File: src/hw/rtl/tick_slot_input_collector_top_macros.svh
// Assertion macros for the tick slot input collector.
// Included by the RTL files that carry concurrent checks; no other dependencies.
`ifndef TICK_SLOT_INPUT_COLLECTOR_TOP_MACROS_SVH
`define TICK_SLOT_INPUT_COLLECTOR_TOP_MACROS_SVH

// Same-cycle implication, disabled while reset is asserted
`define TSIC_ASSERT_IMP(label, clk, rst_n, ante, cons, msg) \
  label: assert property (@(posedge clk) disable iff (!rst_n) (ante) |-> (cons)) \
    else $error(msg);

// Next-cycle implication, disabled while reset is asserted
`define TSIC_ASSERT_NXT(label, clk, rst_n, ante, cons, msg) \
  label: assert property (@(posedge clk) disable iff (!rst_n) (ante) |=> (cons)) \
    else $error(msg);

`endif

File: src/hw/rtl/tsic_fifo.sv
// Small register queue used between front and back and on the result side.
// No package dependency.
`timescale 1ns / 1ps

module tsic_fifo #(
  parameter int unsigned WIDTH = 1,
  parameter int unsigned DEPTH = 2
) (
  input  logic             clk_i,
  input  logic             rst_ni,
  input  logic             wr_i,
  input  logic [WIDTH-1:0] data_i,
  output logic             full_o,
  input  logic             rd_i,
  output logic             empty_o,
  output logic [WIDTH-1:0] data_o
);

  localparam int unsigned PTR_W = (DEPTH > 1) ? $clog2(DEPTH) : 1;
  localparam int unsigned CNT_W = $clog2(DEPTH + 1);

  logic [WIDTH-1:0] mem_q [DEPTH];
  logic [PTR_W-1:0] wr_ptr_q, rd_ptr_q;
  logic [CNT_W-1:0] cnt_q;
  logic             do_wr, do_rd;

  assign full_o  = (cnt_q == CNT_W'(DEPTH));
  assign empty_o = (cnt_q == '0);
  assign do_wr   = wr_i && !full_o;
  assign do_rd   = rd_i && !empty_o;
  assign data_o  = mem_q[rd_ptr_q];

  // Storage
  always_ff @(posedge clk_i) begin
    if (do_wr) begin
      mem_q[wr_ptr_q] <= data_i;
    end
  end

  // Pointers and fill count
  always_ff @(posedge clk_i or negedge rst_ni) begin
    if (!rst_ni) begin
      wr_ptr_q <= '0;
      rd_ptr_q <= '0;
      cnt_q    <= '0;
    end else begin
      if (do_wr) begin
        wr_ptr_q <= (wr_ptr_q == PTR_W'(DEPTH - 1)) ? '0 : wr_ptr_q + PTR_W'(1);
      end
      if (do_rd) begin
        rd_ptr_q <= (rd_ptr_q == PTR_W'(DEPTH - 1)) ? '0 : rd_ptr_q + PTR_W'(1);
      end
      if (do_wr && !do_rd) begin
        cnt_q <= cnt_q + CNT_W'(1);
      end else if (do_rd && !do_wr) begin
        cnt_q <= cnt_q - CNT_W'(1);
      end
    end
  end

endmodule

File: config.mk
export PLATFORM = sky130hd
export DESIGN_NAME = tsic_fifo
export DESIGN_NICKNAME = d
export VERILOG_FILES = /design/src/hw/rtl/tick_slot_input_collector_top_macros.svh /design/src/hw/rtl/tsic_fifo.sv
export SDC_FILE = /design/constraint.sdc
export NUM_CORES = 1
export LEC_CHECK = 0
export ABC_AREA = 1
export BUFFER_PORTS_ARGS = -buffer_cell sky130_fd_sc_hd__buf_4
export CAP_MARGIN = 15
export CORE_AREA = 2 2 39 41
export CTS_BUF_LIST = sky130_fd_sc_hd__clkbuf_4
export DETAILED_ROUTE_END_ITERATION = 7
export DIE_AREA = 0 0 41 43
export SETUP_SLACK_MARGIN = 0.02
export SLEW_MARGIN = 0
export SYNTH_ARGS = -nofsm -noshare
export SYNTH_HDL_FRONTEND = slang
export SYNTH_SLANG_ARGS = --single-unit
File: constraint.sdc
create_clock -name clk_i -period 3.3 [get_ports clk_i]
set_input_delay 0.33 -clock clk_i [delete_from_list [all_inputs] [get_ports clk_i]]
set_output_delay 0.33 -clock clk_i [all_outputs]
set_load 0.05 [all_outputs]
==> run summary <==
Outcome: finished, final reports clean
Worst Path Class, Setup: flop to output pin
Avg Vias per Cell: 3.923
Die W: 41 um
Clk sink count: 6
Hold path startpoint: data_i
Final #Nets: 56
R2R cell count: 6
Total negative slack: 0 ns
Fin. Hold Viols: 0
CP bufs+invs: 1
Max_cap viols: 0
Leakage: 0.2248 nW
Grt met2 use: 0.09375
CP arrival: 1.06 ns
CTS buffer count: 3
Fin crit share: 0.4221
GRT Util Overall: 0.07622
# DRC: 0
Critical Path Fanout Max: 7
Cts repair resizes: 0
DIE AREA: 0.001763 sq mm
Hold Path Depth: 1
Mapped Area: 305.3 sq um
Largest net degree at the start of global routing: 8
Worst Skew: 0.005864 ns
Yosys reg bits: 6
Post-synthesis compound-gate area fraction: 0.03279
CP Launch Point: cnt_q[0]
Die Ht: 43 um
Routed WL: 513 um
Number of H-tree levels: 1
Worst-skew pair later-pin latency: 0.25 ns
Placement Setup Slack: 1.903 ns
Worst slew pin tran: 0.2487 ns
Largest family of logic cells by synthesized area: simple AND/OR/NAND/NOR gates
Fin. max-slew vios: 0
Hold Crit Class: input pin to flop
Initial Utilization: 0.2206
Yosys cell types: 12
GP Congestion: 0.6498
Stages on worst setup path: 2
CP max stage cell: dfrtp_1
Global-route wire length before repair: 807 um
WHS: 0.2659 ns
Fill count: 158
Initial antenna violation count: 0
CP Launch Type: flop
Core outline area: 0.001384 sq mm
Wirelength per Cell: 7.892 um
Crit path cell chain: nor2_2 -> buf_4
Simple-Gate Fraction of Synth Area: 0.2746
Adder-Cell Fraction of Synth Area: 0.04098
Peak supply drop: 0.3123 mV
Setup Viol. Count Final: 0
Vias in the first global route: 226
Area Growth Syn to Fin: 36.89%
GR peak layer: met2
XOR/XNOR share of the synthesized area: 0.02869
Cell family with most CP delay: flip-flops
First-pass detailed-route iteration total: 2
Clock root buffer: clkbuf_4
Inserted Diodes: 0
Max transition margin: 0.8325
Layout cells sized above 1: 0.2653
Multi-input gate area: 115.1 sq um
Post-DP Area: 377.9 sq um
Setup crit end kind: output pin
Syn nets: 43
Register area share after synthesis: 0.5246
Synthesized netlist cell count: 37
Final Core Density: 0.3020
CTS Buffer Depth: 2
Avg Cell Area, Syn: 8.251 sq um
CTS tree: built
Rows: 14
1st-iter DRT viols: 4
Reg clk slew, reported paths: 0.05 ns
Tmin final: 1.393 ns
Met3 Resource Use GR: 0.06283
M1 GR Usage: 0.08027
Via count: 255
Cell Pwr Density: 1041 mW/mm^2
I/O pins: 8
RSZ-0062 raised after global routing: false
Routed Antenna Nets: 0
Synth warn: 0
Final Cell Area: 417.9 sq um
WP data required: 2.97 ns
Mux cell area share after synthesis: 0
FF-to-FF Start: cnt_q[0]
Register area: 160.2 sq um
Port-buffer cells: 7
Largest stage delay, worst path: 0.44 ns
Final worst slack: 1.907 ns
Fmax: 717.9 MHz
Grt ovf: 0
==> cells by family after synthesis <==
| logic type | Yosys count |
|---|---|
| buffers and inverters | 8 |
| AND/OR/NAND/NOR | 19 |
| flip-flops | 6 |
| adder cells (fa/ha/maj) | 1 |
| AO/OA/AOI/OAI | 2 |
| XOR/XNOR | 1 |
==> state kept, by name, summed over array words and instances (netlist names) <==
name      cells
cnt_q         2
mem_q         2
rd_ptr_q      1
wr_ptr_q      1
==> Yosys cell counts <==
library cell | number | share of area
dfrtp_1 | 4 | 0.33
edfxtp_1 | 2 | 0.20
ha_1 | 1 | 0.041
inv_1 | 8 | 0.098
nand2_1 | 12 | 0.15
nand3_1 | 1 | 0.016
nand3b_1 | 1 | 0.025
nand4_1 | 1 | 0.021
nor2_1 | 2 | 0.025
nor2_2 | 2 | 0.041
o21ai_0 | 2 | 0.033
xnor2_1 | 1 | 0.029
==> per-stage QoR <==
stage	instances	total power [W]
floorplan	37	0.0002993
finish	65	0.0004352
CTS	65	0.0004445
detailed placement	60	0.0003566
global route	65	0.0004693
global placement	60	0.0003520
==> layer usage <==
metal  up-vias  part of all wire
li1        137                 -
met5         -                 0
met4         0                 0
met2        10              0.44
met3         0              0.11
met1       108              0.45
==> power by group <==
group / internal (W) / switching [W] / total, W
clock: 0.0000540 / 0.0000271 / 0.0000812
combinational: 0.0000745 / 0.000144 / 0.000219
sequential: 0.000110 / 0.0000252 / 0.000135
==> final cells by class <==
cell class              instances  share of cell area
flip-flops and latches          6              0.3832
multi-input cells              23              0.2754
repair buffers                  8              0.1497
clock buffers                   4             0.07186
inverters                       8             0.07186
well taps                      16             0.04790
==> repair_timing <==
| action | CTS | global route |
|---|---|---|
| hold buffers | 1 | 0 |
| hold endpoints to repair | 4 | 0 |
| endpoints found under the setup margin | 0 | 0 |
| buffers inserted | 0 | 0 |
==> path summary, 6_finish.rpt <==
kind | slack, ns | to
setup / recovery | 1.91 | full_o
hold / removal | 0.27 | mem_q[1]
setup reg to reg | 1.93 | cnt_q[1]
hold reg to reg | 0.48 | wr_ptr_q
max in group asynchronous | 2.78 | cnt_q[1]
min in group asynchronous | 0.42 | rd_ptr_q
==> cells in the final DEF, fill, tap and decap left out, drive strengths merged <==
cell type and n:
ha 1, nand3 1, clkbuf 4, nand3b 1, edfxtp 2, inv 8
nor2 4, buf 7, dlygate4sd3 1, nand4 1, xnor2 1, dfrtp 4
o21ai 2, nand2 12
(Power assumes the default switching activity.)
