--- src/hw/rtl/tick_slot_input_collector_top_macros.svh ---
// Assertion macros for the tick slot input collector.
// Included by the RTL files that carry concurrent checks; no other dependencies.
`ifndef TICK_SLOT_INPUT_COLLECTOR_TOP_MACROS_SVH
`define TICK_SLOT_INPUT_COLLECTOR_TOP_MACROS_SVH

// Same-cycle implication, disabled while reset is asserted
`define TSIC_ASSERT_IMP(label, clk, rst_n, ante, cons, msg) \
  label: assert property (@(posedge clk) disable iff (!rst_n) (ante) |-> (cons)) \
    else $error(msg);

// Next-cycle implication, disabled while reset is asserted
`define TSIC_ASSERT_NXT(label, clk, rst_n, ante, cons, msg) \
  label: assert property (@(posedge clk) disable iff (!rst_n) (ante) |=> (cons)) \
    else $error(msg);

`endif

--- src/hw/rtl/tsic_pkg.sv ---
// Shared types and constants of the tick slot input collector.
// No dependencies; used by every module of the block but tsic_fifo.
`timescale 1ns / 1ps

package tsic_pkg;

  localparam int unsigned QUEUE_TICKS_DEF  = 16;
  localparam int unsigned PLAYER_LIMIT_DEF = 8;
  localparam int unsigned PAYLOAD_BITS     = 32;
  localparam int unsigned TICK_W           = 64;
  localparam int unsigned PLAYER_W         = 3;
  localparam int unsigned CFG_W            = 4;

  // Command codes
  localparam logic CMD_SUBMIT = 1'b0;
  localparam logic CMD_TAKE   = 1'b1;

  // Result status codes
  typedef enum logic [2:0] {
    ST_ACCEPTED  = 3'd0,
    ST_UNKNOWN   = 3'd1,
    ST_ALREADY   = 3'd2,
    ST_AHEAD     = 3'd3,
    ST_DUPLICATE = 3'd4,
    ST_NOT_READY = 3'd5,
    ST_TAKEN     = 3'd6
  } status_e;

  // Input word
  typedef struct packed {
    logic                    command;
    logic [PLAYER_W-1:0]     player_id;
    logic [TICK_W-1:0]       tick_number;
    logic [PAYLOAD_BITS-1:0] payload;
  } in_t;

  // Result word
  typedef struct packed {
    status_e                 status;
    logic [TICK_W-1:0]       out_tick;
    logic [PLAYER_W-1:0]     out_player;
    logic [PAYLOAD_BITS-1:0] out_payload;
    logic                    last;
  } res_t;

  // Classified command, queued from front to back
  typedef struct packed {
    logic                    take;
    logic                    unknown;
    logic [PLAYER_W-1:0]     player;
    logic [TICK_W-1:0]       tick;
    logic [PAYLOAD_BITS-1:0] payload;
  } cmd_t;

endpackage

--- src/hw/rtl/tsic_back.sv ---
// Back end: window check, slot bookkeeping, payload store and take sequencing.
// Depends on tsic_pkg and the assertion macro header.
`timescale 1ns / 1ps
`include "tick_slot_input_collector_top_macros.svh"

module tsic_back #(
  parameter int unsigned QUEUE_TICKS  = tsic_pkg::QUEUE_TICKS_DEF,
  parameter int unsigned PLAYER_LIMIT = tsic_pkg::PLAYER_LIMIT_DEF
) (
  input  logic                       clk_i,
  input  logic                       rst_ni,
  input  logic [tsic_pkg::CFG_W-1:0] n_players_i,
  input  logic                       q_valid_i,
  input  tsic_pkg::cmd_t             q_data_i,
  output logic                       q_pop_o,
  output logic                       res_valid_o,
  input  logic                       res_ready_i,
  output tsic_pkg::res_t             res_o
);

  localparam int unsigned SLOT_W    = $clog2(QUEUE_TICKS);
  localparam int unsigned SUM_W     = SLOT_W + 1;
  localparam int unsigned PAY_DEPTH = QUEUE_TICKS * PLAYER_LIMIT;
  localparam int unsigned PAY_AW    = $clog2(PAY_DEPTH);
  localparam int unsigned TICK_W    = tsic_pkg::TICK_W;
  localparam int unsigned PLAYER_W  = tsic_pkg::PLAYER_W;
  localparam int unsigned CFG_W     = tsic_pkg::CFG_W;
  localparam int unsigned PAY_W     = tsic_pkg::PAYLOAD_BITS;

  typedef enum logic [6:0] {
    S_IDLE   = 7'b0000001,
    S_CHECK  = 7'b0000010,
    S_READ   = 7'b0000100,
    S_DECIDE = 7'b0001000,
    S_RESP   = 7'b0010000,
    S_FETCH  = 7'b0100000,
    S_TAKE   = 7'b1000000
  } state_e;

  state_e                  state_q, state_d;
  tsic_pkg::cmd_t          cur_q;
  logic [TICK_W-1:0]       tick_q;
  logic [TICK_W:0]         diff_q;
  tsic_pkg::status_e       status_q;
  logic [SLOT_W-1:0]       slot_q;
  logic [PLAYER_W-1:0]     pidx_q;
  logic [TICK_W-1:0]       next_tick_q;
  logic [SLOT_W-1:0]       next_slot_q;
  logic [QUEUE_TICKS-1:0]  slot_valid_q;

  logic [PLAYER_LIMIT-1:0] rcv_mem [QUEUE_TICKS];
  logic [PLAYER_LIMIT-1:0] rcv_rd_q;
  logic                    rcv_vld_q;
  logic [PAY_W-1:0]        pay_mem [PAY_DEPTH];
  logic [PAY_W-1:0]        pay_rd_q;

  tsic_pkg::status_e       cls_status;
  logic                    cls_err;
  logic [SUM_W-1:0]        slot_sum;
  logic [SLOT_W-1:0]       slot_nx;
  logic [PLAYER_LIMIT-1:0] rcv_cur, pbit, complete;
  logic                    dup, take_ok, take_last;
  logic [SLOT_W-1:0]       next_slot_inc;

  function automatic logic [PAY_AW-1:0] pay_addr(input logic [SLOT_W-1:0] slot,
                                                 input logic [PLAYER_W-1:0] player);
    return PAY_AW'(32'(slot) * PLAYER_LIMIT + 32'(player));
  endfunction

  // Window classification and slot of the submitted tick
  always_comb begin
    slot_sum = {1'b0, next_slot_q} + {1'b0, diff_q[SLOT_W-1:0]};
    if (slot_sum >= SUM_W'(QUEUE_TICKS)) begin
      slot_sum = slot_sum - SUM_W'(QUEUE_TICKS);
    end
    cls_err    = 1'b1;
    cls_status = tsic_pkg::ST_ACCEPTED;
    if (cur_q.take) begin
      cls_err = 1'b0;
    end else if (cur_q.unknown) begin
      cls_status = tsic_pkg::ST_UNKNOWN;
    end else if (diff_q[TICK_W]) begin
      cls_status = tsic_pkg::ST_ALREADY;
    end else if (diff_q[TICK_W-1:0] >= TICK_W'(QUEUE_TICKS)) begin
      cls_status = tsic_pkg::ST_AHEAD;
    end else begin
      cls_err = 1'b0;
    end
    slot_nx = cur_q.take ? next_slot_q : slot_sum[SLOT_W-1:0];
  end

  // Received mask checks
  always_comb begin
    for (int i = 0; i < PLAYER_LIMIT; i++) begin
      pbit[i]     = (cur_q.player == PLAYER_W'(i));
      complete[i] = (CFG_W'(i) < n_players_i);
    end
    rcv_cur   = rcv_vld_q ? rcv_rd_q : '0;
    dup       = |(rcv_cur & pbit);
    take_ok   = (rcv_cur == complete);
    take_last = (({1'b0, pidx_q} + CFG_W'(1)) == n_players_i);
    next_slot_inc = (next_slot_q == SLOT_W'(QUEUE_TICKS - 1)) ?
                    '0 : next_slot_q + SLOT_W'(1);
  end

  // Sequencer
  always_comb begin
    state_d = state_q;
    unique case (state_q)
      S_IDLE:   if (q_valid_i) state_d = S_CHECK;
      S_CHECK:  state_d = S_READ;
      S_READ:   state_d = cls_err ? S_RESP : S_DECIDE;
      S_DECIDE: state_d = (cur_q.take && take_ok) ? S_FETCH : S_RESP;
      S_RESP:   if (res_ready_i) state_d = S_IDLE;
      S_FETCH:  state_d = S_TAKE;
      S_TAKE:   if (res_ready_i) state_d = take_last ? S_IDLE : S_FETCH;
      default:  state_d = S_IDLE;
    endcase
  end

  assign q_pop_o = (state_q == S_IDLE) && q_valid_i;

  // Control state
  always_ff @(posedge clk_i or negedge rst_ni) begin
    if (!rst_ni) begin
      state_q      <= S_IDLE;
      next_tick_q  <= '0;
      next_slot_q  <= '0;
      slot_valid_q <= '0;
    end else begin
      state_q <= state_d;
      if (state_q == S_DECIDE) begin
        if (cur_q.take && take_ok) begin
          slot_valid_q[slot_q] <= 1'b0;
          next_tick_q          <= next_tick_q + TICK_W'(1);
          next_slot_q          <= next_slot_inc;
        end else if (!cur_q.take && !dup) begin
          slot_valid_q[slot_q] <= 1'b1;
        end
      end
    end
  end

  // Working registers of the current command
  always_ff @(posedge clk_i) begin
    unique case (state_q)
      S_IDLE: begin
        if (q_valid_i) cur_q <= q_data_i;
      end
      S_CHECK: begin
        tick_q <= cur_q.take ? next_tick_q : cur_q.tick;
        diff_q <= {1'b0, cur_q.tick} - {1'b0, next_tick_q};
      end
      S_READ: begin
        status_q <= cls_status;
        slot_q   <= slot_nx;
      end
      S_DECIDE: begin
        pidx_q <= '0;
        if (cur_q.take) begin
          status_q <= tsic_pkg::ST_NOT_READY;
        end else begin
          status_q <= dup ? tsic_pkg::ST_DUPLICATE : tsic_pkg::ST_ACCEPTED;
        end
      end
      S_TAKE: begin
        if (res_ready_i) pidx_q <= pidx_q + PLAYER_W'(1);
      end
      default: begin
      end
    endcase
  end

  // Received mask store: read at the classified slot, updated on accept
  always_ff @(posedge clk_i) begin
    rcv_rd_q  <= rcv_mem[slot_nx];
    rcv_vld_q <= slot_valid_q[slot_nx];
    if ((state_q == S_DECIDE) && !cur_q.take && !dup) begin
      rcv_mem[slot_q] <= rcv_cur | pbit;
    end
  end

  // Payload store: written on accept, read once per emitted player
  always_ff @(posedge clk_i) begin
    pay_rd_q <= pay_mem[pay_addr(slot_q, pidx_q)];
    if ((state_q == S_DECIDE) && !cur_q.take && !dup) begin
      pay_mem[pay_addr(slot_q, cur_q.player)] <= cur_q.payload;
    end
  end

  // Result word
  assign res_valid_o = (state_q == S_RESP) || (state_q == S_TAKE);

  always_comb begin
    res_o.out_tick = tick_q;
    if (state_q == S_TAKE) begin
      res_o.status      = tsic_pkg::ST_TAKEN;
      res_o.out_player  = pidx_q;
      res_o.out_payload = pay_rd_q;
      res_o.last        = take_last;
    end else begin
      res_o.status      = status_q;
      res_o.out_player  = cur_q.take ? '0 : cur_q.player;
      res_o.out_payload = '0;
      res_o.last        = 1'b1;
    end
  end

  // Checks
  `TSIC_ASSERT_NXT(a_tick_step, clk_i, rst_ni, 1'b1,
    (next_tick_q == $past(next_tick_q)) || (next_tick_q == $past(next_tick_q) + TICK_W'(1)),
    "next tick moved by more than one")
  `TSIC_ASSERT_IMP(a_slot_range, clk_i, rst_ni, 1'b1,
    32'(next_slot_q) < QUEUE_TICKS, "ring position out of range")
  `TSIC_ASSERT_IMP(a_take_player, clk_i, rst_ni, state_q == S_TAKE,
    ({1'b0, pidx_q} < n_players_i), "take emits an inactive player")
  `TSIC_ASSERT_NXT(a_slot_freed, clk_i, rst_ni,
    (state_q == S_DECIDE) && cur_q.take && take_ok,
    !slot_valid_q[$past(slot_q)], "taken slot not released")

endmodule

--- config.mk ---
export PLATFORM = sky130hd
export DESIGN_NAME = tsic_back
export DESIGN_NICKNAME = d
export VERILOG_FILES = /design/src/hw/rtl/tsic_pkg.sv /design/src/hw/rtl/tsic_back.sv
export VERILOG_INCLUDE_DIRS = /design/src /design/src/hw/rtl
export SDC_FILE = /design/constraint.sdc
export NUM_CORES = 2
export LEC_CHECK = 0
export BUFFER_PORTS_ARGS = -buffer_cell sky130_fd_sc_hd__buf_2
export CAP_MARGIN = 20
export CORE_ASPECT_RATIO = 1.5
export CORE_MARGIN = 1
export CORE_UTILIZATION = 25
export CTS_BUF_LIST = sky130_fd_sc_hd__clkbuf_2 sky130_fd_sc_hd__clkbuf_4 sky130_fd_sc_hd__clkbuf_8
export CTS_CLUSTER_SIZE = 40
export DETAILED_ROUTE_END_ITERATION = 8
export PLACE_DENSITY = 0.5
export SETUP_SLACK_MARGIN = 0.02
export SLEW_MARGIN = 30
export SYNTH_ARGS = -nofsm -noshare
export SYNTH_HDL_FRONTEND = slang
export SYNTH_MEMORY_MAX_BITS = 65536
export SYNTH_SLANG_ARGS = --single-unit
--- constraint.sdc ---
create_clock -name clk_i -period 53.3 [get_ports clk_i]
set_input_delay 15.99 -clock clk_i [delete_from_list [all_inputs] [get_ports clk_i]]
set_output_delay 15.99 -clock clk_i [all_outputs]
set_load 0.01 [all_outputs]
==> flow_metrics.py <==
metrics = {
    "clocking": {
        "cts_resized": 0,
        "clockRootBuffer": "clkbuf_8",
        "cts_max_level": 6,
        "clk_pin_slew_ns": 0.05,
        "cts_made_buffers": 749,
        "clockBufferDepth": 5,
        "post_cts_buffers": 0,
        "cts-hold-fix-buffers": 0,
        "clk_latency_ns": 1.23,
        "cts_tree": "yes",
        "clkSinkCount": 4596,
    },
    "outcome": {
        "status": "finished, final reports clean",
    },
    "worst_setup_path": {
        "critPathTopFamily": "simple AND/OR/NAND/NOR gates",
        "r2r_cells": 13,
        "worstPathRequired_ns": 37.31,
        "critPathMaxStageDelay_ns": 0.21,
        "worstPathMaxFanout": 11,
        "r2r_end": "pay_rd_q[27]",
        "path_cells": "buf_2, xnor2_1, nor2_1, a21oi_1, nor3_1, nand2b_1, buf_2",
        "crit_top_cell": "buf_2",
        "slowest_stage": "nor3_1",
        "crit_buf_inv": 2,
        "reg2reg_slack_ns": 45.25,
        "r2r_start": "pidx_q[0]",
        "cp_data_arrival_time_ns": 17.08,
        "start_kind": "input pin",
        "crit_type": "input pin to primary output",
        "end_kind": "primary output",
    },
    "placed_design": {
        "port_buffers": 213,
        "dp_hpwl_mm": 309,
        "gp_congestion": 0.840,
        "pre_cts_ws_ns": 20.19,
    },
    "worst_hold_path": {
        "worstHoldPathType": "flop to flop",
        "min_to": "next_tick_q[48]",
        "min_path_cells": 1,
        "min-delay-start": "next_tick_q[48]",
    },
    "finish": {
        "syn2layout_area_growth_pct": 16.6,
        "layout_common_cells": "edfxtp_1 (4,464), mux4_2 (1,042), clkbuf_8 (767), mux2i_1 (594), buf_4 (325)",
        "fin_util_pct": 29.3,
        "multi_input_area_sq_mm": 0.0412,
        "layout.nets": 9505,
        "layout_commonest_cell": "edfxtp_1",
        "n_fill_cell": 69843,
        "register_area_sq_mm": 0.137,
        "final_layout_size_suffix_gt1_share_pct": 30.3,
    },
    "grt": {
        "grt-ovfl-total": 0,
        "grt.total_usage_pct": 14.4,
        "antenna_found_initial": 27,
        "grt_pass1_wl_mm": 735,
        "grt_pass1_vias": 94217,
        "grt_max_degree": 129,
    },
    "synthesis": {
        "synthCells": 8437,
        "synth_edf_count": 4464,
        "async_reset_ff_share_pct": 1.98,
        "ys_seq_elements": 4596,
        "ys_warn_count": 0,
        "ys.flop_type": "edfxtp_1",
        "synth-seq-area-share_pct": 76.5,
        "syn_area_sq_mm": 0.179,
        "synth.net_count": 8618,
        "synth.avg_cell_area_sq_um": 21.3,
        "synthDistinctLibCells": 82,
    },
    "route": {
        "wire_per_inst_um": 27.3,
        "dr.pass1.iters": 8,
        "vias_per_cell": 4.61,
        "ant_nets": 0,
        "post-route-drc-count": 0,
        "vias": 89491,
        "wl_mm": 531,
        "drtIter0Drc": 8780,
    },
    "sta": {
        "tns_ns": 0,
        "slew_viol_final": 0,
        "clock_skew_ns": 0.168,
        "finalHoldViolCount": 0,
        "min_period_ns": 33.07,
        "max_slew.worst_pin.slew_ns": 1.08,
        "final-setup-viol-count": 0,
        "fin_ws_ns": 20.23,
        "rsz0062_at_grt": "no",
        "finalCritPeriodShare_pct": 62.0,
        "relSlewSlack_pct": 28.0,
        "timing.fmax_mhz": 30.2,
    },
    "floorplanning": {
        "rows": 380,
        "die_area_sq_mm": 0.721,
        "die_x_um": 693,
        "boundaryPins": 214,
        "core-area_sq_mm": 0.714,
        "die_y_mm": 1.04,
        "initial_core_util_pct": 25.1,
    },
    "power": {
        "p_leak_uw": 0.0644,
        "vdd_drop_max_mv": 0.0213,
        "cellPowerDensity_mw_per_mm2": 37.4,
    },
    "run": {
        "maxCapViolations": 0,
    },
}
## Yosys cell counts (22+ instances only)
library cell,instances,area [sq um]
xor2_1,24,210
edfxtp_1,4464,134000
o22ai_1,257,1610
inv_1,109,409
buf_2,91,455
xnor2_1,107,937
nand3_1,47,235
nor3_1,40,200
o311ai_0,33,289
dfxtp_1,41,821
nand4_1,29,181
nand2_1,188,706
clkbuf_1,229,860
mux2i_1,596,5970
and2_1,39,244
o21ai_0,84,420
o31ai_1,41,308
ha_1,70,876
a21o_1,30,225
dfrtp_1,90,2250
a21oi_1,88,440
mux4_2,1042,23500
nor2_1,269,1010
nor4_1,22,138
mux2_2,63,709
buf_1,110,413
## flip-flops by register name, indices dropped and copies added, names as in the netlist, named ones only
register / flops
cur_q: 101
diff_q: 65
next_slot_q: 4
next_tick_q: 64
pay_mem: 4096
pay_rd_q: 32
pidx_q: 3
rcv_mem: 128
rcv_rd_q: 8
rcv_vld_q: 1
slot_q: 4
state_q: 7
status_q: 3
tick_q: 64
## per-layer routing
layer	up-vias	global-route usage, %	routed length [um]
met3	903	2.15	28500
met1	48382	17.9	214000
met2	3177	24.9	265000
met4	0	6.12	23000
li1	37029	-	-
met5	-	0	0
## stage by stage
stage	cells	hold WS [ns]	power, uW	instance area (sq um)
floorplan	8437	0.461	4570	179000
global placement	18113	0.489	4870	194000
detailed placement	18113	0.493	4890	195000
CTS	19402	0.504	7910	209000
global route	19415	0.517	8080	209000
finish	19433	0.499	7820	209000
## worst max-delay path by stage
stage | from | cells past startpoint | slack [ns] | end
after floorplan | q_valid_i | 2 | 14.19 | q_pop_o
after global placement | n_players_i[3] | 7 | 19.98 | res_o[0]
after detailed placement | q_valid_i | 5 | 20.19 | q_pop_o
after CTS | q_valid_i | 5 | 20.19 | q_pop_o
after global routing | n_players_i[3] | 7 | 20.11 | res_o[0]
final | n_players_i[3] | 7 | 20.23 | res_o[0]
## worst reg2reg max path: cells and delay by family (launching register included)
family	cells	cell delay, ns
buffers and inverters	6	4.74
AOI/OAI and AO/OA	3	0.71
and+or+nand+nor	2	0.92
muxes	2	0.76
DFF	1	0.58
## area by class of cell
class / count / area share (%)
flip-flops and latches: 4596 / 65.6
repair buffers: 568 / 1.95
clock inverters: 310 / 0.962
well taps: 9550 / 5.72
clock buffers: 979 / 5.81
multi-input cells: 3298 / 19.7
inverters: 111 / 0.199
diodes: 21 / 0.0251
## power breakdown
group	switching, uW	internal [uW]
Clock	1410	1600
Sequential	34.2	4190
Combinational	473	123
Total	1920	5910
## cell families (layout without fill, tap and decap cells)
group	Yosys count	count (layout)	share of synthesized area (%)
fa+ha+maj	72	72	0.511
flops	4596	4596	76.5
mux	1702	1702	16.8
buf+inv	543	1968	1.20
other cells	0	21	0
compound gates	637	637	2.31
xor+xnor	131	131	0.640
simple gates	756	756	2.02
Note: power is estimated with default switching activity, not from simulation.
