$ cat src/hw/rtl/tick_slot_input_collector_top_macros.svh
// Assertion macros for the tick slot input collector.
// Included by the RTL files that carry concurrent checks; no other dependencies.
`ifndef TICK_SLOT_INPUT_COLLECTOR_TOP_MACROS_SVH
`define TICK_SLOT_INPUT_COLLECTOR_TOP_MACROS_SVH

// Same-cycle implication, disabled while reset is asserted
`define TSIC_ASSERT_IMP(label, clk, rst_n, ante, cons, msg) \
  label: assert property (@(posedge clk) disable iff (!rst_n) (ante) |-> (cons)) \
    else $error(msg);

// Next-cycle implication, disabled while reset is asserted
`define TSIC_ASSERT_NXT(label, clk, rst_n, ante, cons, msg) \
  label: assert property (@(posedge clk) disable iff (!rst_n) (ante) |=> (cons)) \
    else $error(msg);

`endif

$ cat src/hw/rtl/tsic_pkg.sv
// Shared types and constants of the tick slot input collector.
// No dependencies; used by every module of the block but tsic_fifo.
`timescale 1ns / 1ps

package tsic_pkg;

  localparam int unsigned QUEUE_TICKS_DEF  = 16;
  localparam int unsigned PLAYER_LIMIT_DEF = 8;
  localparam int unsigned PAYLOAD_BITS     = 32;
  localparam int unsigned TICK_W           = 64;
  localparam int unsigned PLAYER_W         = 3;
  localparam int unsigned CFG_W            = 4;

  // Command codes
  localparam logic CMD_SUBMIT = 1'b0;
  localparam logic CMD_TAKE   = 1'b1;

  // Result status codes
  typedef enum logic [2:0] {
    ST_ACCEPTED  = 3'd0,
    ST_UNKNOWN   = 3'd1,
    ST_ALREADY   = 3'd2,
    ST_AHEAD     = 3'd3,
    ST_DUPLICATE = 3'd4,
    ST_NOT_READY = 3'd5,
    ST_TAKEN     = 3'd6
  } status_e;

  // Input word
  typedef struct packed {
    logic                    command;
    logic [PLAYER_W-1:0]     player_id;
    logic [TICK_W-1:0]       tick_number;
    logic [PAYLOAD_BITS-1:0] payload;
  } in_t;

  // Result word
  typedef struct packed {
    status_e                 status;
    logic [TICK_W-1:0]       out_tick;
    logic [PLAYER_W-1:0]     out_player;
    logic [PAYLOAD_BITS-1:0] out_payload;
    logic                    last;
  } res_t;

  // Classified command, queued from front to back
  typedef struct packed {
    logic                    take;
    logic                    unknown;
    logic [PLAYER_W-1:0]     player;
    logic [TICK_W-1:0]       tick;
    logic [PAYLOAD_BITS-1:0] payload;
  } cmd_t;

endpackage

$ cat src/hw/rtl/tsic_fifo.sv
// Small register queue used between front and back and on the result side.
// No package dependency.
`timescale 1ns / 1ps

module tsic_fifo #(
  parameter int unsigned WIDTH = 1,
  parameter int unsigned DEPTH = 2
) (
  input  logic             clk_i,
  input  logic             rst_ni,
  input  logic             wr_i,
  input  logic [WIDTH-1:0] data_i,
  output logic             full_o,
  input  logic             rd_i,
  output logic             empty_o,
  output logic [WIDTH-1:0] data_o
);

  localparam int unsigned PTR_W = (DEPTH > 1) ? $clog2(DEPTH) : 1;
  localparam int unsigned CNT_W = $clog2(DEPTH + 1);

  logic [WIDTH-1:0] mem_q [DEPTH];
  logic [PTR_W-1:0] wr_ptr_q, rd_ptr_q;
  logic [CNT_W-1:0] cnt_q;
  logic             do_wr, do_rd;

  assign full_o  = (cnt_q == CNT_W'(DEPTH));
  assign empty_o = (cnt_q == '0);
  assign do_wr   = wr_i && !full_o;
  assign do_rd   = rd_i && !empty_o;
  assign data_o  = mem_q[rd_ptr_q];

  // Storage
  always_ff @(posedge clk_i) begin
    if (do_wr) begin
      mem_q[wr_ptr_q] <= data_i;
    end
  end

  // Pointers and fill count
  always_ff @(posedge clk_i or negedge rst_ni) begin
    if (!rst_ni) begin
      wr_ptr_q <= '0;
      rd_ptr_q <= '0;
      cnt_q    <= '0;
    end else begin
      if (do_wr) begin
        wr_ptr_q <= (wr_ptr_q == PTR_W'(DEPTH - 1)) ? '0 : wr_ptr_q + PTR_W'(1);
      end
      if (do_rd) begin
        rd_ptr_q <= (rd_ptr_q == PTR_W'(DEPTH - 1)) ? '0 : rd_ptr_q + PTR_W'(1);
      end
      if (do_wr && !do_rd) begin
        cnt_q <= cnt_q + CNT_W'(1);
      end else if (do_rd && !do_wr) begin
        cnt_q <= cnt_q - CNT_W'(1);
      end
    end
  end

endmodule

$ cat src/hw/rtl/tsic_front.sv
// Front end: accepts input words, flags unknown players, queues commands.
// Depends on tsic_pkg and tsic_fifo.
`timescale 1ns / 1ps

module tsic_front (
  input  logic                           clk_i,
  input  logic                           rst_ni,
  input  logic                           push_i,
  output logic                           full_o,
  input  tsic_pkg::in_t                  item_i,
  input  logic [tsic_pkg::CFG_W-1:0]     n_players_i,
  output logic                           q_valid_o,
  input  logic                           q_pop_i,
  output tsic_pkg::cmd_t                 q_data_o
);

  tsic_pkg::cmd_t cmd_in;
  logic           q_empty;

  // Classify the incoming word
  always_comb begin
    cmd_in.take    = (item_i.command == tsic_pkg::CMD_TAKE);
    cmd_in.unknown = (item_i.command == tsic_pkg::CMD_SUBMIT) &&
                     ({1'b0, item_i.player_id} >= n_players_i);
    cmd_in.player  = item_i.player_id;
    cmd_in.tick    = item_i.tick_number;
    cmd_in.payload = item_i.payload;
  end

  // Command queue toward the back end
  tsic_fifo #(
    .WIDTH ($bits(tsic_pkg::cmd_t)),
    .DEPTH (2)
  ) u_cmd_q (
    .clk_i   (clk_i),
    .rst_ni  (rst_ni),
    .wr_i    (push_i),
    .data_i  (cmd_in),
    .full_o  (full_o),
    .rd_i    (q_pop_i),
    .empty_o (q_empty),
    .data_o  (q_data_o)
  );

  assign q_valid_o = !q_empty;

endmodule

$ cat config.mk
export PLATFORM = sky130hd
export DESIGN_NAME = tsic_front
export DESIGN_NICKNAME = d
export VERILOG_FILES = /design/src/hw/rtl/tick_slot_input_collector_top_macros.svh /design/src/hw/rtl/tsic_pkg.sv /design/src/hw/rtl/tsic_fifo.sv /design/src/hw/rtl/tsic_front.sv
export SDC_FILE = /design/constraint.sdc
export NUM_CORES = 1
export LEC_CHECK = 0
export ABC_AREA = 1
export BUFFER_PORTS_ARGS = -buffer_cell sky130_fd_sc_hd__buf_2
export CORE_ASPECT_RATIO = 0.7
export CORE_MARGIN = 3
export CORE_UTILIZATION = 47
export CTS_BUF_LIST = sky130_fd_sc_hd__clkbuf_16
export DETAILED_ROUTE_END_ITERATION = 10
export GPL_TIMING_DRIVEN = 1
export HOLD_SLACK_MARGIN = 0.06
export PLACE_DENSITY = 0.73
export SYNTH_ARGS = -nofsm -noshare
export SYNTH_HDL_FRONTEND = slang
export SYNTH_SLANG_ARGS = --single-unit
$ cat constraint.sdc
create_clock -name clk_i -period 5.5 [get_ports clk_i]
set_clock_uncertainty 0.2 [all_clocks]
set_input_delay 0.825 -clock clk_i [delete_from_list [all_inputs] [get_ports clk_i]]
set_output_delay 0.825 -clock clk_i [all_outputs]
set_load 0.05 [all_outputs]
==> results of run 1 <==
-- through the flow --
stage / util / std cells
2_1_floorplan: - / 572
3_3_place_gp: 0.566 / 986
3_5_place_dp: 0.566 / 986
4_1_cts: 0.606 / 1021
5_1_grt: 0.606 / 1021
6_report: 0.606 / 1021
-- layer usage --
metal  wire, um  track usage
met1       7010        0.243
met2       7130        0.278
met3       1410       0.0534
met4        297       0.0426
met5          7            0
-- registers in the layout, summed over array words and instances, names as in the netlist --
| register | count |
|---|---|
| u_cmd_q.cnt_q | 2 |
| u_cmd_q.mem_q | 202 |
| u_cmd_q.rd_ptr_q | 1 |
| u_cmd_q.wr_ptr_q | 1 |
-- cell type report --
class / instances / area [um^2] / area share
repair buffers: 217 / 1110 / 0.116
flip-flops and latches: 206 / 6170 / 0.647
well taps: 220 / 275 / 0.0289
multi-input cells: 329 / 1310 / 0.137
clock inverters: 15 / 146 / 0.0153
inverters: 15 / 57.6 / 0.00603
clock buffers: 19 / 475 / 0.0498
-- final timing paths --
check | slack (ns) | start | cells after the start | to
max | 1.91 | u_cmd_q.rd_ptr_q | 5 | q_data_o[81]
min | 0.33 | item_i[84] | 1 | u_cmd_q.mem_q[0][84]
max reg2reg | 3.40 | u_cmd_q.cnt_q[1] | 4 | u_cmd_q.mem_q[1][53]
min reg2reg | 0.39 | u_cmd_q.cnt_q[0] | 1 | u_cmd_q.cnt_q[0]
max in group asynchronous | 4.47 | rst_ni | 2 | u_cmd_q.rd_ptr_q
min in group asynchronous | 0.49 | rst_ni | 2 | u_cmd_q.cnt_q[1]
-- cell usage in the layout (no fill, tap or decap) --
cell,count
buf_2,210
buf_4,6
bufinv_16,3
clkbuf_16,19
clkinv_1,1
clkinv_2,6
dfrtp_1,3
dfrtp_4,1
dlygate4sd3_1,1
edfxtp_1,202
ha_1,4
inv_1,19
inv_6,1
nand2_1,312
nand3_1,1
nand3b_1,1
nand4_1,1
nor2_1,4
nor2_4,2
o21ai_1,1
xnor2_1,1
xor2_1,2
-- worst register-to-register path, cell delays in order (launching register included) --
cell     delay, ns
dfrtp_1       0.36
inv_1         0.14
o21ai_1       0.20
nor2_4        0.14
buf_4         0.64
-- Yosys cell counts --
library cell,n,area [um^2]
inv_1,14,52.6
nand3_1,1,5.00
ha_1,4,50.1
dfrtp_1,4,100
inv_2,1,3.75
xor2_1,2,17.5
buf_4,2,15.0
nand4_1,1,6.26
nand2_1,312,1170
nand3b_1,1,7.51
buf_6,9,101
xnor2_1,1,8.76
nor2_1,6,22.5
o21ai_1,1,5.00
clkbuf_1,1,3.75
edfxtp_1,202,6070
buf_2,10,50.1
-- cells by family (layout without fill, tap and decap cells) --
group,count (synthesis),count (layout),share of synthesized area
buffers and inverters,37,266,0.0295
XOR/XNOR,3,3,0.00342
AND/OR/NAND/NOR,321,321,0.158
adder cells (fa/ha/maj),4,4,0.00651
AO/OA/AOI/OAI,1,1,0.000651
flip-flops,206,206,0.802
-- what timing repair did --
item                                   CTS  global route
setup endpoints to repair                0             0
hold buffers                             1             0
setup buffers                            0             0
endpoints found under the hold margin    4             0
==> impl_metrics.json, run 1 <==
{
  "status": "complete, no violations",
  "period_share": 0.653,
  "cpPeakStageDelay_ns": 0.57,
  "wl_um": 15800,
  "tightest_slew_ns": 1.06,
  "grt_pass1_wl_um": 25200,
  "hpwlAfterDp_um": 10500,
  "fmax_mhz": 278,
  "grt_pass1_vias": 4909,
  "drv_slew": 0,
  "portBuffers": 210,
  "ys_types": 17,
  "vias_per_cell": 4.75,
  "drt_iter0_markers": 406,
  "insertion_delay_ns": 0.48,
  "crit_chain": "clkinv_2 -> buf_4 -> nand2_1 -> nand2_1 -> buf_2",
  "critPathCaptureType": "output port",
  "critPathBufInv": 3,
  "cp_top_family": "buffers and inverters",
  "post_cts_resized": 0,
  "syn-cell-area_um2": 7690,
  "setup_ws_ns": 1.91,
  "die_w_um": 159,
  "num_io_pins": 211,
  "initial_utilization": 0.488,
  "tns_ns": 0,
  "numCtsBuffers": 19,
  "syn-num-nets": 684,
  "core_um2": 15700,
  "fillerInstances": 1242,
  "clock_sinks": 206,
  "cts_root_buf": "clkbuf_16",
  "min_path_type": "in2reg",
  "hold_viol": 0,
  "grt_setup_unrepaired": "false",
  "hold_ws_ns": 0.332,
  "final_cell_area_um2": 9540,
  "clk_pin_slew_ns": 0.06,
  "antenna_found_initial": 1,
  "rows": 38,
  "gp_congestion": 0.832,
  "dieHeight_um": 113,
  "overflow": 0,
  "yosysWarnings": 0,
  "ys_seq_area_frac": 0.802,
  "start_kind": "register",
  "dp_slack_ns": 2.37,
  "ant_nets": 0,
  "critical_path.max_fanout": 59,
  "cp.arrival_ns": 2.57,
  "grt_usage": 0.176,
  "drc": 0,
  "crit_top_cell": "nand2_1",
  "fin_crit_ns": 3.59,
  "htree_levels": 1,
  "crit_required_ns": 4.47,
  "final_layout_size_suffix_gt1_frac": 0.310,
  "synth-seq-cells": 206,
  "dpl_cell_area_um2": 8910,
  "n_antenna_cell": 0,
  "crit_slowest_cell": "clkinv_2",
  "die-area_um2": 17900,
  "final_nets": 900,
  "area_delta_synth_final_pct": 24.1,
  "drt-pass1-iter-count": 5,
  "critPathKind": "reg2out",
  "wl_per_cell_um": 15.5,
  "maxSlewHeadroom": 0.291,
  "setup_viol": 0,
  "syn_inst": 572,
  "max_cap_viol_count": 0,
  "cts_tree": "built",
  "cts_buffer_depth": 3,
  "synth_area_per_cell_um2": 13.4,
  "grt_max_degree": 102,
  "vias": 4849
}
Power of run 1 is left out: the tool's default activity adds up to more than one toggle a clock period on the data nets, which glitch-free logic cannot reach.
==> run 2: changes to the inputs <==
Settings changed: ABC_AREA 1 to 0, CORE_UTILIZATION 47 to 52, PLACE_DENSITY 0.73 to 0.76.
Clock period 5.5 ns to 3.45 ns, I/O delays scaled along.
==> run 2 against run 1 <==
Global-route usage rose by 2.0 points; final area rose by 13%; register-to-register slack got worse by 2.1 ns; non-clock buffer count rose by 102; first-iteration DRC count fell by 55%; routed wire length rose by 5.1%; area after synthesis rose by 2.5%; worst setup slack got worse by 1.4 ns; cell count fell by 14%; worst hold slack got worse by 0.20 ns; clock-buffer cell count rose by 2; critical path type unchanged; largest cell class unchanged.
==> impl_metrics.json, run 2 <==
{
  "status": "complete, no violations",
  "setup_ws_ns": 0.504,
  "seq_area_um2": 6170,
  "syn_inst": 343,
  "ys_types": 18,
  "clk_pin_slew_ns": 0.06,
  "p_sw_mw": 4.08,
  "post_cts_resized": 0,
  "vias": 4382,
  "synth_top_cell_by_area": "edfxtp_1",
  "hold_viol": 0,
  "yosys.area_share.simple": 0.00635,
  "synth.area.mux_share": 0.182,
  "pwr-share-comb": 0.434,
  "initial_utilization": 0.549,
  "critPathKind": "reg2out",
  "p_sw_frac": 0.401,
  "drc": 0,
  "max_cap_viol_count": 0,
  "critical_path.max_fanout": 28,
  "synth_area_per_cell_um2": 23.0,
  "wl_um": 16700,
  "numCtsBuffers": 20,
  "grt_usage": 0.196,
  "grt_setup_unrepaired": "false",
  "mostFrequentLayoutCells": "210 x buf_2, 202 x edfxtp_1, 101 x dlygate4sd3_1",
  "setup_viol": 0,
  "wl_per_cell_um": 19.0,
  "pwr-share-clk": 0.205,
  "ys_seq_area_frac": 0.782,
  "fin_crit_ns": 2.95,
  "largestRegisters": "u_cmd_q.mem_q x202, u_cmd_q.cnt_q x2",
  "grt_pass1_wl_um": 25600,
  "drt-pass1-iter-count": 4,
  "cp.arrival_ns": 2.23,
  "fillerInstances": 825,
  "drt_iter0_markers": 183,
  "synth_top_area_frac": 0.770,
  "dp_slack_ns": 0.989,
  "rows": 36,
  "start_kind": "register",
  "ys_top_cells_by_area": "edfxtp_1 77%, mux2_4 15%, mux2_2 3.0%",
  "hpwlAfterDp_um": 10300,
  "multi_input_area_um2": 1600,
  "critPathCaptureType": "output port",
  "grt_max_degree": 46,
  "vias_per_cell": 5.00,
  "cts_root_buf": "clkbuf_16",
  "clock_sinks": 206,
  "dieHeight_um": 109,
  "synth_compound_area_frac": 0.000953,
  "die-area_um2": 16700,
  "core_um2": 14400,
  "overflow": 0,
  "internal-power_mw": 6.10,
  "tns_ns": 0,
  "cts_buffer_depth": 3,
  "yosysWarnings": 0,
  "yosys.cell_count.top_type": "edfxtp_1",
  "pwr_density_cell_nw_per_um2": 941,
  "tightest_slew_ns": 0.602,
  "yosys.area_share.adder": 0.00635,
  "area_delta_synth_final_pct": 37.3,
  "portBuffers": 210,
  "p_seq_frac": 0.361,
  "synth_xor_area_frac": 0.00556,
  "synth-seq-cells": 206,
  "irDropWorstVdd_v": 0.000686,
  "final_layout_size_suffix_gt1_frac": 0.512,
  "drv_slew": 0,
  "synth-edff-count": 202,
  "final_nets": 785,
  "p_leak_nw": 4.41,
  "insertion_delay_ns": 0.48,
  "die_w_um": 153,
  "syn-cell-area_um2": 7880,
  "async_reset_ff_frac": 0.0194,
  "synthTopCellsByCount": "202 x edfxtp_1, 80 x mux2_4, 21 x mux2_2",
  "n_antenna_cell": 0,
  "fmax_mhz": 339,
  "largest_reg_flops": 202,
  "ctsHoldBuffers": 101,
  "gp_congestion": 0.760,
  "largest_register": "u_cmd_q.mem_q",
  "antenna_found_initial": 0,
  "grt_pass1_vias": 4787,
  "final_common_cell": "buf_2",
  "crit_required_ns": 2.73,
  "period_share": 0.854,
  "htree_levels": 1,
  "syn-num-nets": 455,
  "synth_ff_type": "edfxtp_1",
  "maxSlewHeadroom": 0.598,
  "synth_top_family_by_area": "multiplexers",
  "ant_nets": 0,
  "cts_setup_buffers": 0,
  "num_io_pins": 211,
  "cts_tree": "built",
  "min_path_type": "in2reg"
}
[run 2: logic make-up after synthesis]
logic type / count (synthesis)
flip-flops: 206
multiplexers: 101
buffers and inverters: 16
AND/OR/NAND/NOR: 10
XOR/XNOR: 5
adder cells (fa/ha/maj): 4
AO/OA/AOI/OAI: 1
[run 2: cell type report]
class | instances | area share
Clock buffer | 21 | 0.0485
Clock inverter | 14 | 0.0103
Inverter | 5 | 0.00173
Multi-Input combinational cell | 121 | 0.148
Sequential cell | 206 | 0.570
Tap cell | 190 | 0.0220
Timing Repair Buffer | 319 | 0.200
[run 2: power groups by stage]
stage,logic [mW],clock network (mW),registers (mW)
floorplan,3.61,0,3.59
global placement,4.29,0,3.68
finish,4.42,2.09,3.67
CTS,4.44,2.13,3.68
detailed placement,4.34,0,3.73
global route,4.60,2.23,3.73
[run 2: stage by stage]
stage	instance area (um^2)	total power [mW]	utilization	instances	hold WS (ns)
5_1_grt	10800	10.6	0.753	876	0.124
3_3_place_gp	9180	7.98	0.639	740	0.122
3_5_place_dp	9180	8.07	0.639	740	0.125
4_1_cts	10800	10.2	0.753	876	0.114
2_1_floorplan	7890	7.21	-	343	0.0219
6_report	10800	10.2	0.753	876	0.135
[run 2: worst paths after layout]
check	startpoint	endpoint	slack, ns	cells past startpoint
setup / recovery	u_cmd_q.rd_ptr_q	q_data_o[60]	0.50	3
hold / removal	n_players_i[3]	u_cmd_q.mem_q[1][99]	0.13	2
setup reg to reg	u_cmd_q.cnt_q[0]	u_cmd_q.mem_q[1][4]	1.32	3
hold reg to reg	u_cmd_q.cnt_q[1]	u_cmd_q.cnt_q[1]	0.29	1
max in group asynchronous	rst_ni	u_cmd_q.rd_ptr_q	2.76	2
min in group asynchronous	rst_ni	u_cmd_q.cnt_q[0]	0.16	2
[run 2: worst max-delay path: stages, from the launching register on]
cell	delay, ns
dfrtp_4	0.79
buf_4	0.40
mux2_4	0.34
buf_2	0.21
[run 2: per-layer routing]
metal	vias up	share of wire	global-route usage
li1	2004	-	-
met1	2147	0.40	0.249
met2	205	0.49	0.333
met3	26	0.092	0.0627
met4	0	0.019	0.0477
met5	-	0	0
Power figures use the tool's default switching activity.
==> run 3: changes to the inputs <==
--- a/config.mk
+++ b/config.mk
@@ -8,4 +8,5 @@
 export ABC_AREA = 0
 export BUFFER_PORTS_ARGS = -buffer_cell sky130_fd_sc_hd__buf_2
+export CAP_MARGIN = 0
 export CORE_ASPECT_RATIO = 0.7
 export CORE_MARGIN = 3
@@ -16,4 +17,5 @@
 export HOLD_SLACK_MARGIN = 0.06
 export PLACE_DENSITY = 0.76
+export RECOVER_POWER = 25
 export SYNTH_ARGS = -nofsm -noshare
 export SYNTH_HDL_FRONTEND = slang
--- a/constraint.sdc
+++ b/constraint.sdc
@@ -3,3 +3,3 @@
 set_input_delay 0.5175 -clock clk_i [delete_from_list [all_inputs] [get_ports clk_i]]
 set_output_delay 0.5175 -clock clk_i [all_outputs]
-set_load 0.05 [all_outputs]
+set_load 0.02 [all_outputs]
==> run 3 against run 2 <==
Sequential share of layout area up 0.65 points; register-to-register slack better by 0.08 ns; critical path depth unchanged; first-iteration DRC count up 60%; final area down 1.1%; clock power down 8%; non-clock buffer count down 1; die area unchanged; cell count down 0.23%; worst setup slack better by 0.023 ns; critical path type unchanged; largest power group is now sequential cells.
==> impl_metrics.json, run 3 (synthesized netlist as in run 2, its figures left out) <==
{
  "critPathKind": "reg2out",
  "fin_crit_ns": 2.92,
  "cp.arrival_ns": 2.21,
  "setup_viol": 0,
  "overflow": 0,
  "die_w_um": 153,
  "core_um2": 14400,
  "irDropWorstVdd_v": 0.000516,
  "post_cts_resized": 0,
  "antenna_found_initial": 0,
  "post-route-util": 0.745,
  "crit_chain": "buf_12 -> mux2_4 -> buf_2",
  "rows": 36,
  "insertion_delay_ns": 0.47,
  "htree_levels": 1,
  "drv_slew": 0,
  "critical_path.max_fanout": 37,
  "final_cell_area_um2": 10700,
  "grt_max_degree": 57,
  "final_common_cell": "edfxtp_1",
  "dieHeight_um": 109,
  "mostFrequentLayoutCells": "202 x edfxtp_1, 163 x buf_2, 101 x dlygate4sd3_1",
  "area_delta_synth_final_pct": 35.8,
  "cts_setup_buffers": 0,
  "n_antenna_cell": 0,
  "vias": 4360,
  "max_cap_viol_count": 0,
  "status": "complete, no violations",
  "grt_pass1_vias": 4689,
  "crit_start": "u_cmd_q.rd_ptr_q",
  "min_from": "q_pop_i",
  "clock_sinks": 206,
  "grt_setup_unrepaired": "false",
  "grt_usage": 0.196,
  "ant_nets": 0,
  "start_kind": "register",
  "p_leak_nw": 4.25,
  "placedCellCount": 739,
  "initial_utilization": 0.549,
  "cts_buffer_depth": 3,
  "clk_pin_slew_ns": 0.06,
  "largest_reg_flops": 202,
  "drt_iter0_markers": 293,
  "final_layout_size_suffix_gt1_frac": 0.442,
  "fmax_mhz": 342,
  "fillerInstances": 859,
  "drc": 0,
  "tns_ns": 0,
  "largestRegisters": "u_cmd_q.mem_q x202, u_cmd_q.cnt_q x2",
  "gp_congestion": 0.750,
  "period_share": 0.847,
  "grt_pass1_wl_um": 25300,
  "vias_per_cell": 4.99,
  "final_nets": 784,
  "stdcell_count": 874,
  "largest_register": "u_cmd_q.mem_q",
  "hpwlAfterDp_um": 9480,
  "crit_required_ns": 2.73,
  "hold_viol": 0,
  "maxSlewHeadroom": 0.498,
  "cts_tree": "built",
  "pwr_density_cell_nw_per_um2": 819,
  "drt-pass1-iter-count": 4,
  "dpl_cell_area_um2": 9170,
  "critPathCaptureType": "output port",
  "wl_um": 16500,
  "wl_per_cell_um": 18.9,
  "cts_root_buf": "clkbuf_16",
  "crit_slowest_cell": "dfrtp_4",
  "num_io_pins": 211,
  "totalPowerFinal_mw": 8.77,
  "portBuffers": 210,
  "cpPeakStageDelay_ns": 0.81,
  "r2r_start": "u_cmd_q.cnt_q[0]",
  "numCtsBuffers": 20,
  "tightest_slew_ns": 0.753,
  "min_path_type": "in2reg",
  "die-area_um2": 16700
}
run 3: changes by cell type in the layout (fill, tap and decap cells not counted):
cell | previous run | this run
clkinv_2 | 5 | 3
buf_4 | 5 | 4
buf_2 | 210 | 163
clkinv_1 | 1 | 4
clkbuf_1 | 0 | 44
clkbuf_2 | 0 | 3
bufinv_16 | 2 | 0
run 3: path summary, 6_finish.rpt:
check | to | slack, ns | cells after the start
min in group asynchronous | u_cmd_q.rd_ptr_q | 0.21 | 2
setup reg to reg | u_cmd_q.mem_q[0][44] | 1.40 | 4
hold / removal | u_cmd_q.rd_ptr_q | 0.14 | 3
setup / recovery | q_data_o[51] | 0.53 | 3
hold reg to reg | u_cmd_q.cnt_q[1] | 0.30 | 1
max in group asynchronous | u_cmd_q.rd_ptr_q | 2.63 | 2
run 3: layer usage:
layer / vias to the layer above / part of all wire / GRT usage
li1: 2008 / - / -
met1: 2142 / 0.38 / 0.239
met2: 189 / 0.52 / 0.356
met3: 21 / 0.079 / 0.0480
met4: 0 / 0.016 / 0.0470
met5: - / 0 / 0
run 3: area by class of cell:
type,instances,area (um^2),share of cell area
multi-input cells,121,1600,0.150
clock inverters,13,52.6,0.00491
inverters,5,18.8,0.00175
repair buffers,318,2100,0.196
well taps,190,238,0.0222
clock buffers,21,526,0.0491
flip-flops and latches,206,6170,0.576
run 3: critical path: cells and delay by family (launching register included):
| family | cells | cell delay (ns) |
|---|---|---|
| multiplexers | 1 | 0.35 |
| flip-flops | 1 | 0.81 |
| buffers and inverters | 2 | 0.53 |
run 3: metrics by stage:
stage	worst slack, ns	hold WS, ns
after floorplan	0.682	0.0219
after global placement	1.04	0.123
after detailed placement	1.04	0.130
after CTS	0.518	0.121
after global routing	0.432	0.148
final	0.527	0.139
run 3: timing repair:
action	in CTS	in global routing
endpoints found under the hold margin	204	0
hold buffers	101	0
setup endpoints to repair	0	0
run 3: power breakdown:
group          switching (mW)  internal (mW)
clock                   0.844           1.09
combinational            1.74           1.42
sequential              0.252           3.43
